==> config.mk <==
export PLATFORM = sky130hd
export DESIGN_NAME = x86_64_instruction_length_decoder
export DESIGN_NICKNAME = d
export VERILOG_FILES = /design/src/x86ild_pkg.sv /design/src/x86ild_front.sv /design/src/x86ild_back.sv /design/src/x86_64_instruction_length_decoder.sv
export SDC_FILE = /design/constraint.sdc
export NUM_CORES = 1
export LEC_CHECK = 0
export BUFFER_PORTS_ARGS = -buffer_cell sky130_fd_sc_hd__buf_2
export CAP_MARGIN = 20
export CORE_ASPECT_RATIO = 1.1
export CORE_UTILIZATION = 25
export CTS_CLUSTER_DIAMETER = 80
export CTS_CLUSTER_SIZE = 24
export DETAILED_ROUTE_END_ITERATION = 8
export PLACE_DENSITY_LB_ADDON = 0.08
export SYNTH_ARGS = -nofsm -noshare
export SYNTH_HDL_FRONTEND = slang
export SYNTH_HIERARCHICAL = 1
export SYNTH_SLANG_ARGS = --single-unit
==> constraint.sdc <==
create_clock -name i_clk -period 22.1 [get_ports i_clk]
set_input_delay 0 -clock i_clk [delete_from_list [all_inputs] [get_ports i_clk]]
set_output_delay 0 -clock i_clk [all_outputs]
set_load 0.01 [all_outputs]
==> src/x86ild_pkg.sv <==
// Shared types, constants and opcode tables for the x86-64 length decoder.
// No dependencies.
`default_nettype none
package x86ild_pkg;

    typedef struct packed {
        logic [7:0] code_byte;
        logic       begin_req;
        logic       stream_end;
    } t_in_item;

    typedef struct packed {
        logic [1:0]  status;
        logic [3:0]  length;
        logic [7:0]  opcode;
        logic        esc_map;
        logic        mrm_valid;
        logic [1:0]  mrm_mod;
        logic [2:0]  mrm_reg;
        logic [2:0]  mrm_rm;
        logic [2:0]  disp_size;
        logic signed [31:0] disp_value;
        logic [2:0]  flow_class;
        logic signed [31:0] branch_offset;
    } t_out_item;

    typedef enum logic [3:0] {
        PH_PREFIX, PH_OPCODE, PH_ESC, PH_ESC3, PH_MODRM, PH_SIB, PH_DISP, PH_IMM
    } t_phase;

    localparam logic [1:0] ST_OK    = 2'd0;
    localparam logic [1:0] ST_INV   = 2'd1;
    localparam logic [1:0] ST_TRUNC = 2'd2;
    localparam logic [1:0] ST_LONG  = 2'd3;

    localparam logic [3:0] K_NONE  = 4'd0;
    localparam logic [3:0] K_BYTE  = 4'd1;
    localparam logic [3:0] K_WORD  = 4'd2;
    localparam logic [3:0] K_ZD    = 4'd3;
    localparam logic [3:0] K_QW    = 4'd4;
    localparam logic [3:0] K_ENTER = 4'd5;
    localparam logic [3:0] K_MOFFS = 4'd6;
    localparam logic [3:0] K_F6    = 4'd7;
    localparam logic [3:0] K_F7    = 4'd8;
    localparam logic [3:0] K_INV   = 4'd9;
    localparam logic [4:0] T_M     = 5'h10;

    localparam int QUEUE_DEPTH = 2;

    function automatic logic [4:0] one_byte_traits(input logic [7:0] b);
        logic [4:0] t;
        t = {1'b0, K_NONE};
        if (b < 8'h40) begin
            if (b == 8'h0F) t = {1'b0, K_NONE};
            else if (b[2:0] <= 3'd3) t = T_M | {1'b0, K_NONE};
            else if (b[2:0] == 3'd4) t = {1'b0, K_BYTE};
            else if (b[2:0] == 3'd5) t = {1'b0, K_ZD};
            else t = {1'b0, K_INV};
        end else if (b <= 8'h5F) t = {1'b0, K_NONE};
        else if (b <= 8'h62) t = {1'b0, K_INV};
        else if (b == 8'h63) t = T_M;
        else if (b == 8'h68 || b == 8'hA9 || b == 8'hE8 || b == 8'hE9) t = {1'b0, K_ZD};
        else if (b == 8'h69 || b == 8'h81 || b == 8'hC7) t = T_M | {1'b0, K_ZD};
        else if (b == 8'h6A || b == 8'hA8 || b == 8'hCD || b == 8'hEB) t = {1'b0, K_BYTE};
        else if (b == 8'h6B || b == 8'h80 || b == 8'h83 || b == 8'hC0 || b == 8'hC1
                 || b == 8'hC6) t = T_M | {1'b0, K_BYTE};
        else if (b >= 8'h70 && b <= 8'h7F) t = {1'b0, K_BYTE};
        else if (b >= 8'h84 && b <= 8'h8F) t = T_M;
        else if (b == 8'h82 || b == 8'h9A || b == 8'hC4 || b == 8'hC5 || b == 8'hCE)
            t = {1'b0, K_INV};
        else if (b >= 8'hD4 && b <= 8'hD6) t = {1'b0, K_INV};
        else if (b == 8'hEA) t = {1'b0, K_INV};
        else if (b >= 8'hA0 && b <= 8'hA3) t = {1'b0, K_MOFFS};
        else if (b >= 8'hB0 && b <= 8'hB7) t = {1'b0, K_BYTE};
        else if (b >= 8'hB8 && b <= 8'hBF) t = {1'b0, K_QW};
        else if (b == 8'hC2 || b == 8'hCA) t = {1'b0, K_WORD};
        else if (b == 8'hC8) t = {1'b0, K_ENTER};
        else if (b >= 8'hD0 && b <= 8'hD3) t = T_M;
        else if (b >= 8'hD8 && b <= 8'hDF) t = T_M;
        else if (b >= 8'hE0 && b <= 8'hE7) t = {1'b0, K_BYTE};
        else if (b == 8'hF6) t = T_M | {1'b0, K_F6};
        else if (b == 8'hF7) t = T_M | {1'b0, K_F7};
        else if (b == 8'hFE || b == 8'hFF) t = T_M;
        return t;
    endfunction

    function automatic logic [4:0] esc_map_traits(input logic [7:0] b);
        logic [4:0] t;
        t = T_M;
        if (b == 8'h04 || b == 8'h0A || b == 8'h0C || b == 8'h39 || b == 8'h3B)
            t = {1'b0, K_INV};
        else if ((b >= 8'h24 && b <= 8'h27) || (b >= 8'h3C && b <= 8'h3F))
            t = {1'b0, K_INV};
        else if (b == 8'h7A || b == 8'h7B || b == 8'hA6 || b == 8'hA7 || b == 8'hFF)
            t = {1'b0, K_INV};
        else if ((b >= 8'h05 && b <= 8'h09) || b == 8'h0B || b == 8'h0E) t = {1'b0, K_NONE};
        else if ((b >= 8'h30 && b <= 8'h37) || b == 8'h77) t = {1'b0, K_NONE};
        else if ((b >= 8'hA0 && b <= 8'hA2) || (b >= 8'hA8 && b <= 8'hAA)) t = {1'b0, K_NONE};
        else if (b >= 8'hC8 && b <= 8'hCF) t = {1'b0, K_NONE};
        else if (b >= 8'h80 && b <= 8'h8F) t = {1'b0, K_ZD};
        else if (b == 8'h0F || (b >= 8'h70 && b <= 8'h73) || b == 8'hA4 || b == 8'hAC)
            t = T_M | {1'b0, K_BYTE};
        else if (b == 8'hBA || b == 8'hC2 || (b >= 8'hC4 && b <= 8'hC6))
            t = T_M | {1'b0, K_BYTE};
        return t;
    endfunction

    function automatic logic is_prefix(input logic [7:0] b);
        return b == 8'hF0 || b == 8'hF2 || b == 8'hF3 || b == 8'h2E || b == 8'h36 ||
               b == 8'h3E || b == 8'h26 || b == 8'h64 || b == 8'h65 || b == 8'h66 ||
               b == 8'h67;
    endfunction

    function automatic logic [2:0] classify(input logic [7:0] op, input logic two,
                                            input logic [2:0] reg_f);
        logic [2:0] c;
        c = 3'd0;
        if (two) c = (op >= 8'h80 && op <= 8'h8F) ? 3'd1 : 3'd0;
        else if (op == 8'hE8) c = 3'd2;
        else if (op == 8'hE9 || op == 8'hEB) c = 3'd3;
        else if (op == 8'hC2 || op == 8'hC3 || op == 8'hCA || op == 8'hCB) c = 3'd4;
        else if (op == 8'hCC || op == 8'hCD || op == 8'hCE) c = 3'd5;
        else if (op == 8'hFF) begin
            if (reg_f == 3'd2 || reg_f == 3'd3) c = 3'd6;
            else if (reg_f == 3'd4 || reg_f == 3'd5) c = 3'd7;
        end else if (op >= 8'h70 && op <= 8'h7F) c = 3'd1;
        return c;
    endfunction

endpackage
`default_nettype wire

==> src/x86ild_front.sv <==
// Front end: byte-serial decode state machine, emits one raw record per instruction.
// Depends on x86ild_pkg.
`default_nettype none
module x86ild_front (
    input  wire logic                  i_clk,
    input  wire logic                  i_rst_n,
    input  wire logic                  i_valid,
    input  wire x86ild_pkg::t_in_item  i_data,
    input  wire logic                  i_take,     // front may advance this cycle
    output logic                       o_rec_valid,
    output x86ild_pkg::t_out_item      o_rec
);
    import x86ild_pkg::*;

    t_phase      r_phase, n_phase;
    logic [4:0]  r_bcnt, n_bcnt;
    logic [3:0]  r_pcnt, n_pcnt;
    logic        r_osz, n_osz, r_w, n_w, r_esc, n_esc;
    logic [7:0]  r_op, n_op, r_modrm, n_modrm;
    logic [4:0]  r_tr, n_tr;
    logic [3:0]  r_pend, n_pend, r_immb, n_immb;
    logic [31:0] r_disp, n_disp, r_imm, n_imm;
    logic [2:0]  r_dispb, n_dispb;

    // working copies after optional restart
    t_phase      c_phase;
    logic [4:0]  c_bcnt;
    logic [3:0]  c_pcnt, c_pend, c_immb;
    logic        c_osz, c_w, c_esc;
    logic [7:0]  c_op, c_modrm;
    logic [4:0]  c_tr;
    logic [31:0] c_disp, c_imm;
    logic [2:0]  c_dispb;

    logic [7:0]  b;
    logic        e;
    logic        done, fin, f_chk;
    logic [1:0]  err;
    logic [1:0]  idx;
    logic [3:0]  iidx;
    logic [3:0]  kind;
    logic [2:0]  reg_f;
    logic [3:0]  zd, isz;
    // step kinds after opcode/address
    typedef enum logic [1:0] {GO_NONE, GO_AFTER_OP, GO_AFTER_ADDR, GO_START_IMM} t_go;
    t_go go;

    always_comb begin
        b = i_data.code_byte;
        e = i_data.stream_end;
        c_phase = r_phase; c_bcnt = r_bcnt; c_pcnt = r_pcnt; c_osz = r_osz; c_w = r_w;
        c_esc = r_esc; c_op = r_op; c_modrm = r_modrm; c_tr = r_tr; c_pend = r_pend;
        c_immb = r_immb; c_disp = r_disp; c_imm = r_imm; c_dispb = r_dispb;
        if (i_data.begin_req) begin
            c_phase = PH_PREFIX; c_bcnt = '0; c_pcnt = '0; c_osz = 1'b0; c_w = 1'b0;
            c_esc = 1'b0; c_op = '0; c_modrm = '0; c_tr = '0; c_pend = '0;
            c_immb = '0; c_disp = '0; c_imm = '0; c_dispb = '0;
        end
        if (c_bcnt != 5'd31) c_bcnt = c_bcnt + 5'd1;

        n_phase = c_phase; n_bcnt = c_bcnt; n_pcnt = c_pcnt; n_osz = c_osz; n_w = c_w;
        n_esc = c_esc; n_op = c_op; n_modrm = c_modrm; n_tr = c_tr; n_pend = c_pend;
        n_immb = c_immb; n_disp = c_disp; n_imm = c_imm; n_dispb = c_dispb;
        done = 1'b0; fin = 1'b0; err = ST_OK; go = GO_NONE;
        idx = '0; iidx = '0;

        unique case (c_phase)
            PH_OPCODE, PH_PREFIX: begin
                if (c_phase == PH_PREFIX && is_prefix(b)) begin
                    if (b == 8'h66) n_osz = 1'b1;
                    n_pcnt = c_pcnt + 4'd1;
                    if (n_pcnt > 4'd14) begin done = 1'b1; err = ST_LONG; end
                    else if (e) begin done = 1'b1; err = ST_TRUNC; end
                end else if (c_phase == PH_PREFIX && b[7:4] == 4'h4) begin
                    n_w = b[3];
                    if (e) begin done = 1'b1; err = ST_TRUNC; end
                    else n_phase = PH_OPCODE;
                end else if (b == 8'h0F) begin
                    if (e) begin done = 1'b1; err = ST_TRUNC; end
                    else begin n_esc = 1'b1; n_phase = PH_ESC; end
                end else begin
                    n_op = b; n_tr = one_byte_traits(b); go = GO_AFTER_OP;
                end
            end
            PH_ESC: begin
                n_op = b;
                if (b == 8'h38 || b == 8'h3A) begin
                    if (e) begin done = 1'b1; err = ST_TRUNC; end
                    else n_phase = PH_ESC3;
                end else begin
                    n_tr = esc_map_traits(b); go = GO_AFTER_OP;
                end
            end
            PH_ESC3: begin
                n_tr = T_M | ((c_op == 8'h3A) ? {1'b0, K_BYTE} : {1'b0, K_NONE});
                go = GO_AFTER_OP;
            end
            PH_MODRM: begin
                n_modrm = b;
                n_dispb = '0;
                go = GO_AFTER_ADDR;
                if (b[7:6] != 2'd3) begin
                    if (b[7:6] == 2'd1) n_dispb = 3'd1;
                    else if (b[7:6] == 2'd2) n_dispb = 3'd4;
                    if (b[2:0] == 3'd4) begin
                        go = GO_NONE;
                        if (e) begin done = 1'b1; err = ST_TRUNC; end
                        else n_phase = PH_SIB;
                    end else if (b[7:6] == 2'd0 && b[2:0] == 3'd5) n_dispb = 3'd4;
                end
            end
            PH_SIB: begin
                if (c_modrm[7:6] == 2'd0 && b[2:0] == 3'd5) n_dispb = 3'd4;
                go = GO_AFTER_ADDR;
            end
            PH_DISP: begin
                idx = 2'(c_dispb[1:0] - c_pend[1:0]);
                n_disp = c_disp | ({24'd0, b} << {idx, 3'b000});
                n_pend = c_pend - 4'd1;
                if (n_pend == 4'd0) go = GO_START_IMM;
                else if (e) begin done = 1'b1; err = ST_TRUNC; end
            end
            PH_IMM: begin
                iidx = c_immb - c_pend;
                if (iidx < 4'd4) n_imm = c_imm | ({24'd0, b} << {iidx[1:0], 3'b000});
                n_pend = c_pend - 4'd1;
                if (n_pend == 4'd0) fin = 1'b1;
                else if (e) begin done = 1'b1; err = ST_TRUNC; end
            end
            default: ;
        endcase

        // follow-on steps shared by several phases
        if (go == GO_AFTER_OP) begin
            if (n_tr[3:0] == K_INV) begin done = 1'b1; err = ST_INV; end
            else if (n_tr[4]) begin
                if (e) begin done = 1'b1; err = ST_TRUNC; end
                else n_phase = PH_MODRM;
            end else go = GO_START_IMM;
        end else if (go == GO_AFTER_ADDR) begin
            if (n_dispb != 3'd0) begin
                if (e) begin done = 1'b1; err = ST_TRUNC; end
                else begin
                    n_pend = {1'b0, n_dispb}; n_disp = '0; n_phase = PH_DISP;
                end
                go = GO_NONE;
            end else go = GO_START_IMM;
        end
        kind = n_tr[3:0];
        reg_f = n_tr[4] ? n_modrm[5:3] : 3'd0;
        zd = (n_osz && !n_w) ? 4'd2 : 4'd4;
        unique case (kind)
            K_BYTE:  isz = 4'd1;
            K_WORD:  isz = 4'd2;
            K_ZD:    isz = zd;
            K_QW:    isz = n_w ? 4'd8 : (n_osz ? 4'd2 : 4'd4);
            K_ENTER: isz = 4'd3;
            K_MOFFS: isz = 4'd8;
            K_F6:    isz = (reg_f <= 3'd1) ? 4'd1 : 4'd0;
            K_F7:    isz = (reg_f <= 3'd1) ? zd : 4'd0;
            default: isz = 4'd0;
        endcase
        if (go == GO_START_IMM) begin
            if (isz == 4'd0) fin = 1'b1;
            else if (e) begin done = 1'b1; err = ST_TRUNC; end
            else begin
                n_immb = isz; n_pend = isz; n_imm = '0; n_phase = PH_IMM;
            end
        end
        f_chk = fin && !done;
        if (f_chk) begin
            done = 1'b1;
            if (n_bcnt > 5'd15) err = ST_LONG;
        end

        // raw record: back end finishes the field shaping
        o_rec = '0;
        o_rec.status = err;
        if (err == ST_OK) begin
            o_rec.length     = n_bcnt[3:0];
            o_rec.opcode     = n_op;
            o_rec.esc_map    = n_esc;
            o_rec.mrm_valid  = n_tr[4];
            o_rec.mrm_mod    = n_modrm[7:6];
            o_rec.mrm_reg    = n_modrm[5:3];
            o_rec.mrm_rm     = n_modrm[2:0];
            o_rec.disp_size  = n_dispb;
            o_rec.disp_value = n_disp;
            o_rec.flow_class = {1'b0, n_immb[2:0] == 3'd1, n_immb == 4'd4};
            o_rec.branch_offset = n_imm;
        end
        o_rec_valid = i_valid && i_take && done;
    end

    always_ff @(posedge i_clk) begin
        if (!i_rst_n) begin
            r_phase <= PH_PREFIX; r_bcnt <= '0; r_pcnt <= '0; r_osz <= 1'b0; r_w <= 1'b0;
            r_esc <= 1'b0; r_op <= '0; r_modrm <= '0; r_tr <= '0; r_pend <= '0;
            r_immb <= '0; r_disp <= '0; r_imm <= '0; r_dispb <= '0;
        end else if (i_valid && i_take) begin
            if (done) begin
                r_phase <= PH_PREFIX; r_bcnt <= '0; r_pcnt <= '0; r_osz <= 1'b0;
                r_w <= 1'b0; r_esc <= 1'b0; r_op <= '0; r_modrm <= '0; r_tr <= '0;
                r_pend <= '0; r_immb <= '0; r_disp <= '0; r_imm <= '0; r_dispb <= '0;
            end else begin
                r_phase <= n_phase; r_bcnt <= n_bcnt; r_pcnt <= n_pcnt; r_osz <= n_osz;
                r_w <= n_w; r_esc <= n_esc; r_op <= n_op; r_modrm <= n_modrm;
                r_tr <= n_tr; r_pend <= n_pend; r_immb <= n_immb; r_disp <= n_disp;
                r_imm <= n_imm; r_dispb <= n_dispb;
            end
        end
    end

    // an ok record that leaves always carries a nonzero length
    a_rec_cause: assert property (@(posedge i_clk) disable iff (!i_rst_n)
        o_rec_valid |-> (o_rec.status != ST_OK || o_rec.length != 4'd0))
        else $error("front: ok record with zero length");
    a_pcnt_bound: assert property (@(posedge i_clk) disable iff (!i_rst_n)
        r_pcnt <= 4'd14)
        else $error("front: prefix count beyond limit");
    a_disp_phase: assert property (@(posedge i_clk) disable iff (!i_rst_n)
        (r_phase == PH_DISP) |-> (r_dispb == 3'd1 || r_dispb == 3'd4))
        else $error("front: displacement phase without size");
endmodule
`default_nettype wire

==> src/x86ild_back.sv <==
// Back end: queue of raw records, field shaping (sign extension, flow class) and output.
// Depends on x86ild_pkg.
`default_nettype none
module x86ild_back (
    input  wire logic                  i_clk,
    input  wire logic                  i_rst_n,
    input  wire logic                  i_rec_valid,
    input  wire x86ild_pkg::t_out_item i_rec,
    output logic                       o_space,
    output logic                       o_valid,
    input  wire logic                  i_stall,
    output x86ild_pkg::t_out_item      o_data
);
    import x86ild_pkg::*;

    t_out_item  r_q [QUEUE_DEPTH];
    logic       r_wp, r_rp;
    logic [1:0] r_cnt;
    logic       push, pop;
    t_out_item  h, s;
    logic [2:0] reg_f;
    logic [2:0] fc;
    logic       is8, is32;

    assign pop  = o_valid && !i_stall;
    assign push = i_rec_valid;
    assign o_space = (r_cnt != 2'(QUEUE_DEPTH)) || !i_stall;
    assign o_valid = r_cnt != 2'd0;

    always_ff @(posedge i_clk) begin
        if (!i_rst_n) begin
            r_wp <= 1'b0; r_rp <= 1'b0; r_cnt <= '0;
        end else begin
            if (push) r_wp <= ~r_wp;
            if (pop) r_rp <= ~r_rp;
            r_cnt <= r_cnt + {1'b0, push} - {1'b0, pop};
        end
    end
    always_ff @(posedge i_clk) begin
        if (push) r_q[r_wp] <= i_rec;
    end

    // shape head entry into the final result
    always_comb begin
        h = r_q[r_rp];
        s = '0;
        s.status = h.status;
        is8  = h.flow_class[1];
        is32 = h.flow_class[0];
        if (h.status == ST_OK) begin
            reg_f = h.mrm_valid ? h.mrm_reg : 3'd0;
            fc = classify(h.opcode, h.esc_map, reg_f);
            s.length    = h.length;
            s.opcode    = h.opcode;
            s.esc_map   = h.esc_map;
            s.mrm_valid = h.mrm_valid;
            s.mrm_mod   = h.mrm_valid ? h.mrm_mod : 2'd0;
            s.mrm_reg   = reg_f;
            s.mrm_rm    = h.mrm_valid ? h.mrm_rm : 3'd0;
            s.disp_size = h.disp_size;
            if (h.disp_size == 3'd1) s.disp_value = {{24{h.disp_value[7]}}, h.disp_value[7:0]};
            else if (h.disp_size == 3'd4) s.disp_value = h.disp_value;
            s.flow_class = fc;
            if (fc >= 3'd1 && fc <= 3'd3) begin
                if (is8) s.branch_offset = {{24{h.branch_offset[7]}}, h.branch_offset[7:0]};
                else if (is32) s.branch_offset = h.branch_offset;
            end
        end else begin
            reg_f = '0; fc = '0;
        end
        o_data = s;
    end

    a_no_overflow: assert property (@(posedge i_clk) disable iff (!i_rst_n)
        push && !pop |-> r_cnt != 2'(QUEUE_DEPTH))
        else $error("back: queue overflow");
    a_cnt_bound: assert property (@(posedge i_clk) disable iff (!i_rst_n)
        r_cnt <= 2'(QUEUE_DEPTH))
        else $error("back: count out of range");
    a_err_clean: assert property (@(posedge i_clk) disable iff (!i_rst_n)
        o_valid && o_data.status != ST_OK |-> o_data.length == 4'd0)
        else $error("back: error result with length");
endmodule
`default_nettype wire

==> src/x86_64_instruction_length_decoder.sv <==
// x86-64 instruction length decoder: one code byte accepted per cycle when not stalled.
// A result is written into the result queue on the byte that completes or faults it, and is shown from the queue head.
// Throughput: one byte per cycle while not stalled; a two-entry result queue decouples output stalls.
// Reset (synchronous, active low) returns the decode to the prefix phase, empties the queue.
// Depends on x86ild_pkg, x86ild_front, x86ild_back.
`default_nettype none
module x86_64_instruction_length_decoder (
    input  wire logic                  i_clk,
    input  wire logic                  i_rst_n,
    input  wire logic                  i_valid,
    output logic                       o_stall,
    input  wire x86ild_pkg::t_in_item  i_data,
    output logic                       o_valid,
    input  wire logic                  i_stall,
    output x86ild_pkg::t_out_item      o_data
);
    import x86ild_pkg::*;

    logic      space, rec_valid;
    t_out_item rec;

    assign o_stall = !space;

    x86ild_front u_front (
        .i_clk(i_clk), .i_rst_n(i_rst_n), .i_valid(i_valid), .i_data(i_data),
        .i_take(space), .o_rec_valid(rec_valid), .o_rec(rec)
    );

    x86ild_back u_back (
        .i_clk(i_clk), .i_rst_n(i_rst_n), .i_rec_valid(rec_valid), .i_rec(rec),
        .o_space(space), .o_valid(o_valid), .i_stall(i_stall), .o_data(o_data)
    );
endmodule
`default_nettype wire

-- After elaboration in Yosys (flattened, before gate mapping)
Memory sizes are Yosys's and may differ from the RTL's. A register that Yosys moved wholly into a read port is not among the register bits.
Index checks and enable logic that the tools add are counted.
- flip-flop bits (word level): 116
- bits in writable memories: 188
- output and inout bits: 96
- memories: 1
- add/subtract/negate cells: 7
- order comparisons: 49
- equal/unequal tests: 107
- shift operators: 2
- multiplexer cells: 229
- bitwise logic cells: 4
- reduce and logical (&&, ||, !) cells: 103
- memory list (name ; words ; width ; rd ports ; clocked after Yosys merged registers in ; write ports ; RTL line ; source):
    u_back.r_q ; 2 ; 94 ; 1 ; 1 ; 1 ; x86ild_back.sv:16 ; t_out_item r_q [QUEUE_DEPTH];
- operator list (cell ; number):
    two-way mux 32 bit ; 19
    == test 8 bit (second input constant) ; 45
    two-way mux 5 bit ; 44
    two-way mux 92 bit ; 2
    two-way mux 4 bit ; 44
    greater-or-equal comparator 8 bit (second input constant) ; 13
    less-or-equal comparator 8 bit (second input constant) ; 13
    == test 8 x 7 -> 1 bit (second input constant) ; 12
    == test 8 x 6 -> 1 bit (second input constant) ; 9
    two-way mux 3 bit ; 22
    two-way mux 8 bit ; 8
    OR 32 bit ; 2
    left shift 8 x 5 -> 32 bit ; 2
    two-way mux 2 bit ; 31
    logical OR 1 bit ; 57
    two-way mux 1 bit ; 51
    == test 4 x 3 -> 1 bit (second input constant) ; 10
    == test 8 x 4 -> 1 bit (second input constant) ; 5
    less-or-equal comparator 8 x 7 -> 1 bit (second input constant) ; 5
    case mux 4 bit (8 select lines) ; 1
    logical AND 1 bit ; 31
    greater-or-equal comparator 8 x 6 -> 1 bit (second input constant) ; 3
    less-or-equal comparator 8 x 6 -> 1 bit (second input constant) ; 3
    == test 4 x 2 -> 1 bit (second input constant) ; 4
    41 further kinds ; 65

-- Longest topological paths before layout
- word-level depth: 43
- mapped depth: 22

-- Cells and area by module
The synthesis kept the hierarchy.
- modules (own cells, without submodules) (module ; times used ; cells an instance ; area each (µm²)):
    x86ild_front ; 1 ; 1173 ; 8476.9
    x86ild_back ; 1 ; 552 ; 8370.5
    x86_64_instruction_length_decoder ; 1 ; 1 ; 3.8

-- Worst setup path after synthesis
Ideal clock, no wire load.
- path type: reg2reg
- start: register u_front.r_phase[3]
- end: memory u_back/r_q[0][0] in the netlist's numbering (enable)
- library setup time: 0.557 ns
- arrival time: 7.600 ns
- data required time: 21.543 ns
- slack: 13.943 ns
- stages on the path, launching flop included: 14
- buffers on the path: 3
- clock period less this slack: 8.157 ns
- cell sequence: dfxtp_1 -> buf_6 -> or4_4 -> and2_1 -> or4_1 -> a21oi_1 -> o21ai_0 -> a32o_1 -> a211oi_2 -> a211oi_2 -> buf_2 -> buf_2 -> nor2_1 -> nor2b_1
- longest elaborated chain between the ends: 20
- elaborated cells between the ends (all ways): 76
- classes of those cells: 1 x order compare; 19 x eq/ne; 44 x mux; 12 x reduce/logical
- RTL lines (item ; RTL line ; source):
    from (decl) ; x86ild_front.sv:15 ; t_phase r_phase, n_phase;
    from (signal assigned) ; x86ild_front.sv:206 ; r_phase <= n_phase; r_bcnt <= n_bcnt; r_pcnt <= n_pcnt; r_osz <= n_osz;
    two-way mux 4 bit * ; x86ild_front.sv:54 ; if (i_data.begin_req) begin
    branches (longest 15 deep; another with less-or-equal comparator 3 x 1 -> 1 bit) ; n/a ;
    two-way mux 1 bit * ; x86ild_front.sv:171 ; if (f_chk) begin
    logical AND 1 bit * ; x86ild_front.sv:192 ; o_rec_valid = i_valid && i_take && done;
    net rec_valid ; x86_64_instruction_length_decoder.sv:19 ; logic space, rec_valid;
    two-way mux 1 bit * ; x86ild_back.sv:40 ; if (push) r_q[r_wp] <= i_rec;
    two-way mux 1 bit (not written as such) * ; x86ild_back.sv:40 ;
    to (decl) ; x86ild_back.sv:16 ;
Mark *: on every way through the listed nets, which the timed path passes.

-- Worst setup path after layout
- start: input i_data[1] in the netlist's numbering
- end: memory u_back/r_q[0][14] in the netlist's numbering (enable)
- longest elaborated chain between the ends: 20
- elaborated cells between the ends (all ways): 100
- classes of those cells: 2 x add/sub; 2 x order compare; 20 x eq/ne; 61 x mux; 15 x reduce/logical
- RTL lines (item ; RTL line ; source):
    from (decl) ; x86_64_instruction_length_decoder.sv:12 ; input wire x86ild_pkg::t_in_item i_data,
    branches (longest 16 deep; another with adder 4 x 1 -> 4 bit) ; n/a ;
    two-way mux 1 bit * ; x86ild_front.sv:171 ;
    logical AND 1 bit * ; x86ild_front.sv:192 ;
    net rec_valid ; x86_64_instruction_length_decoder.sv:19 ;
    two-way mux 1 bit * ; x86ild_back.sv:40 ;
    two-way mux 1 bit (not written as such) * ; x86ild_back.sv:40 ;
Marks and branches as above.

==> results summary <==
The register clock-pin slew on the reported worst setup and hold paths is 90 ps. The remaining antenna violation count after routing came out at 0. The clock sink count came out at 303. The cell area after synthesis is 0.0168 sq mm. The via count of the first global-routing pass came out at 12700.

The number of cells on the critical path came out at 16. The final critical-path required period came out at 6210 ps. Following the worst setup path forward leads to its endpoint at u_back/r_q[0][14]$_DFFE_PP_.

The chip width came out at 249 um. Setup repair after global routing left no endpoint under its margin. The multi-input combinational cells in the finished layout cover a total of 0.00818 sq mm. The critical path is of the in -> reg type. The count of pins on the block boundary is 110. The maximum vdd ir drop is 0.0457 mV.

The launch point of the worst hold path is i_rst_n. The clock latency on the worst-skew pair is 560 ps. The logic depth of the worst register-to-register path is 13. The highest-delay cell along the critical path is sky130_fd_sc_hd__buf_4.

Among the stages of the critical path, the cell type that occurs most often is sky130_fd_sc_hd__buf_4. Of all nets on the critical path, the largest fanout is 65. The number of antenna violations at the first check in global routing came out at 0.

The source of the critical timing path is i_data[1]. The critical path goes through buf_2 -> buf_4 -> inv_2 -> buf_4 -> and2_1 -> a21o_1 -> nand3_1 -> o21ai_0 -> a21oi_1 -> a32o_1 -> a211oi_2 -> a211oi_4 -> nor2_1 -> nor2b_4 -> buf_4 -> buf_4. The floorplan step defined a die boundary enclosing 0.0684 sq mm. The cell family with the largest share of critical-path delay is buffers and inverters.

The final total negative setup slack is 0 ps. The core region is 0.0665 sq mm. The synthesized netlist cell count came out at 1724. The fraction of the cycle the final worst path needs is 28.1%. The final count of pins violating max slew is 0. The first-pass GRT wire length is 83000 um. Of the cells placed in the final design, the portion with a size suffix greater than 1 is 17.3%. The via count of the routed design came out at 13400.

In this run the register-to-register setup slack is 16020 ps. The buffers inserted during post-CTS setup optimization is 0. Summed over all layers, the global routing overflow is 0.

The routed wirelength normalized by instance count is 21.1 um. Max-cap violations in this run came to 0. In the routed layout, each cell is associated on average with a via count of 5.12. The post-detailed-routing wire length is 55100 um. For this run, the detailed router's first-pass iteration total came to 5. The relative slew slack is 30.8%. The worst register-to-register path begins at u_front/r_phase[2]$_SDFFE_PN0P_. The setup violation total in the final timing report came out at 0. OpenSTA, run right after detailed placement, puts the worst setup slack at 15350 ps. The detailed-placement wirelength estimate is 36300 um.

In the final design database the tool counted 1762 nets. The detailed router's first-iteration violation count came out at 1126. Buffers placed on the I/O ports in this run total 109. The y dimension of the die is 274 um. The sequential standard cell area is 0.00793 sq mm. The area overhead of the layout relative to synthesis is 11.5%.

The number of core rows is 99. Counting the fill cells in the layout gives 6991. The total clock buffers created by CTS came out at 20.

The kind of start point of the critical path is a primary input. The clock passes through at most 3 buffers. Once the floorplan was initialized, standard cells occupied 25.3% of the core. For this run, the number of Yosys warnings is 6. The number of nets produced by synthesis came out at 1750.

For the pin with the worst max-slew slack, the measured transition is 1030 ps. The reported leakage power is 6.35 nW. The maximum achievable frequency is 0.161 GHz. The root buffer cell chosen for the clock tree is sky130_fd_sc_hd__clkbuf_16. The worst path required time came out at 22270 ps.

The power density relative to cell area came out at 83.8 mW/mm^2. The total global routing track utilization came out at 15.8%. The endpoint type of the worst setup path is a flip-flop. The synthesized area divided by synthesized cell count is 9.77 sq um.

The number of buffers and inverters on the critical path is 6. In this run the critical register-to-register path is captured at u_back/r_q[0][14]$_DFFE_PP_. The number of hold violations in the final report came to 0. The worst setup skew after layout is 39.9 ps. The run finished with clean final reports.

Entering global routing, the biggest net connects 90 pins. The largest stage delay on the critical path is 710 ps. Data arrives at the worst endpoint at 6380 ps.

TritonCTS built the clock tree. The depth of the CTS H-tree is 1. The weighted congestion reported at the end of routability-driven placement came out at 0.822. The final worst-path setup slack is 15890 ps.

The remaining routing DRC violations is 0. The type of the worst min-delay path is in -> reg.
==> registers in the layout, summed over array words and instances, names as in the netlist, 2 cells and up, named ones only <==
signal           flops
u_front/r_modrm      8
u_front/r_pend       4
u_front/r_imm       32
u_front/r_bcnt       5
u_front/r_pcnt       4
u_front/r_immb       4
u_front/r_tr         5
u_back/r_q         186
u_front/r_disp      32
u_back/r_cnt         2
u_front/r_phase      4
u_front/r_op         8
u_front/r_dispb      3
==> worst min path at each step <==
stage	endpoint	slack (ps)	cells after the start
floorplan	u_back/r_wp$_SDFFE_PN0P_	120	1
global placement	u_front/r_modrm[1]$_SDFFE_PN0P_	450	1
detailed placement	o_stall	450	4
CTS	u_front/r_dispb[1]$_SDFFE_PN0P_	80	3
global route	u_front/r_dispb[1]$_SDFFE_PN0P_	130	3
finish	u_front/r_dispb[1]$_SDFFE_PN0P_	120	3
==> worst min-delay path: stages <==
cell                      delay (ps)
sky130_fd_sc_hd__buf_2           360
sky130_fd_sc_hd__nand2_1         180
sky130_fd_sc_hd__nor2_1           40
==> report_power, final <==
part | internal, mW | switching, mW
sequential | 0.662 | 0.0309
clock | 0.192 | 0.221
combinational | 0.150 | 0.318
total | 1.00 | 0.570
==> area by class of cell <==
class | count | area share, %
Multi-Input combinational cell | 1245 | 43.6
Sequential cell | 303 | 42.2
Tap cell | 858 | 5.72
Timing Repair Buffer | 142 | 4.30
Clock buffer | 25 | 2.77
Clock inverter | 11 | 0.933
Inverter | 24 | 0.480
Antenna cell | 1 | 0.0133
==> routing by layer <==
layer	vias to the layer above	GRT usage [%]	share of wire, %	wire, um
li1	6399	-	-	-
met1	6593	23.8	51	27800
met2	313	23.8	44	24000
met3	50	1.55	3.8	2120
met4	0	4.00	2.0	1100
met5	-	0	0	0
==> timing repair <==
action / 4_1_cts / 5_1_grt
endpoints found under the hold margin: 11 / 0
gates resized for setup: 0 / 0
hold buffers: 3 / 0
endpoints found under the setup margin: 0 / 0
==> per-stage QoR <==
stage / hold slack [ps] / area, sq um / cells / util [%] / power, mW
floorplan: 118 / 16800 / 1724 / - / 1.03
global placement: 454 / 18000 / 2568 / 27.1 / 1.19
detailed placement: 453 / 18100 / 2569 / 27.1 / 1.18
CTS: 81.8 / 18800 / 2608 / 28.2 / 1.60
global route: 128 / 18800 / 2608 / 28.2 / 1.67
finish: 118 / 18800 / 2609 / 28.2 / 1.57
==> placed cells by master, fill, tap and decap left out, types with 14 or more instances in the layout <==
master	n
sky130_fd_sc_hd__dfxtp_1	116
sky130_fd_sc_hd__mux2_2	59
sky130_fd_sc_hd__nand3_1	30
sky130_fd_sc_hd__edfxtp_1	186
sky130_fd_sc_hd__a22oi_1	112
sky130_fd_sc_hd__a211oi_2	31
sky130_fd_sc_hd__nand2_1	114
sky130_fd_sc_hd__a21oi_1	99
sky130_fd_sc_hd__mux2i_1	36
sky130_fd_sc_hd__buf_2	109
sky130_fd_sc_hd__nor2_1	230
sky130_fd_sc_hd__clkbuf_16	20
sky130_fd_sc_hd__xnor2_1	14
sky130_fd_sc_hd__a22o_1	48
sky130_fd_sc_hd__and3_1	18
sky130_fd_sc_hd__nor3_1	21
sky130_fd_sc_hd__a31oi_1	20
sky130_fd_sc_hd__buf_4	29
sky130_fd_sc_hd__inv_1	22
sky130_fd_sc_hd__nor4_1	17
sky130_fd_sc_hd__nor2b_1	105
sky130_fd_sc_hd__o21ai_0	37
(Power assumes the default switching activity.)
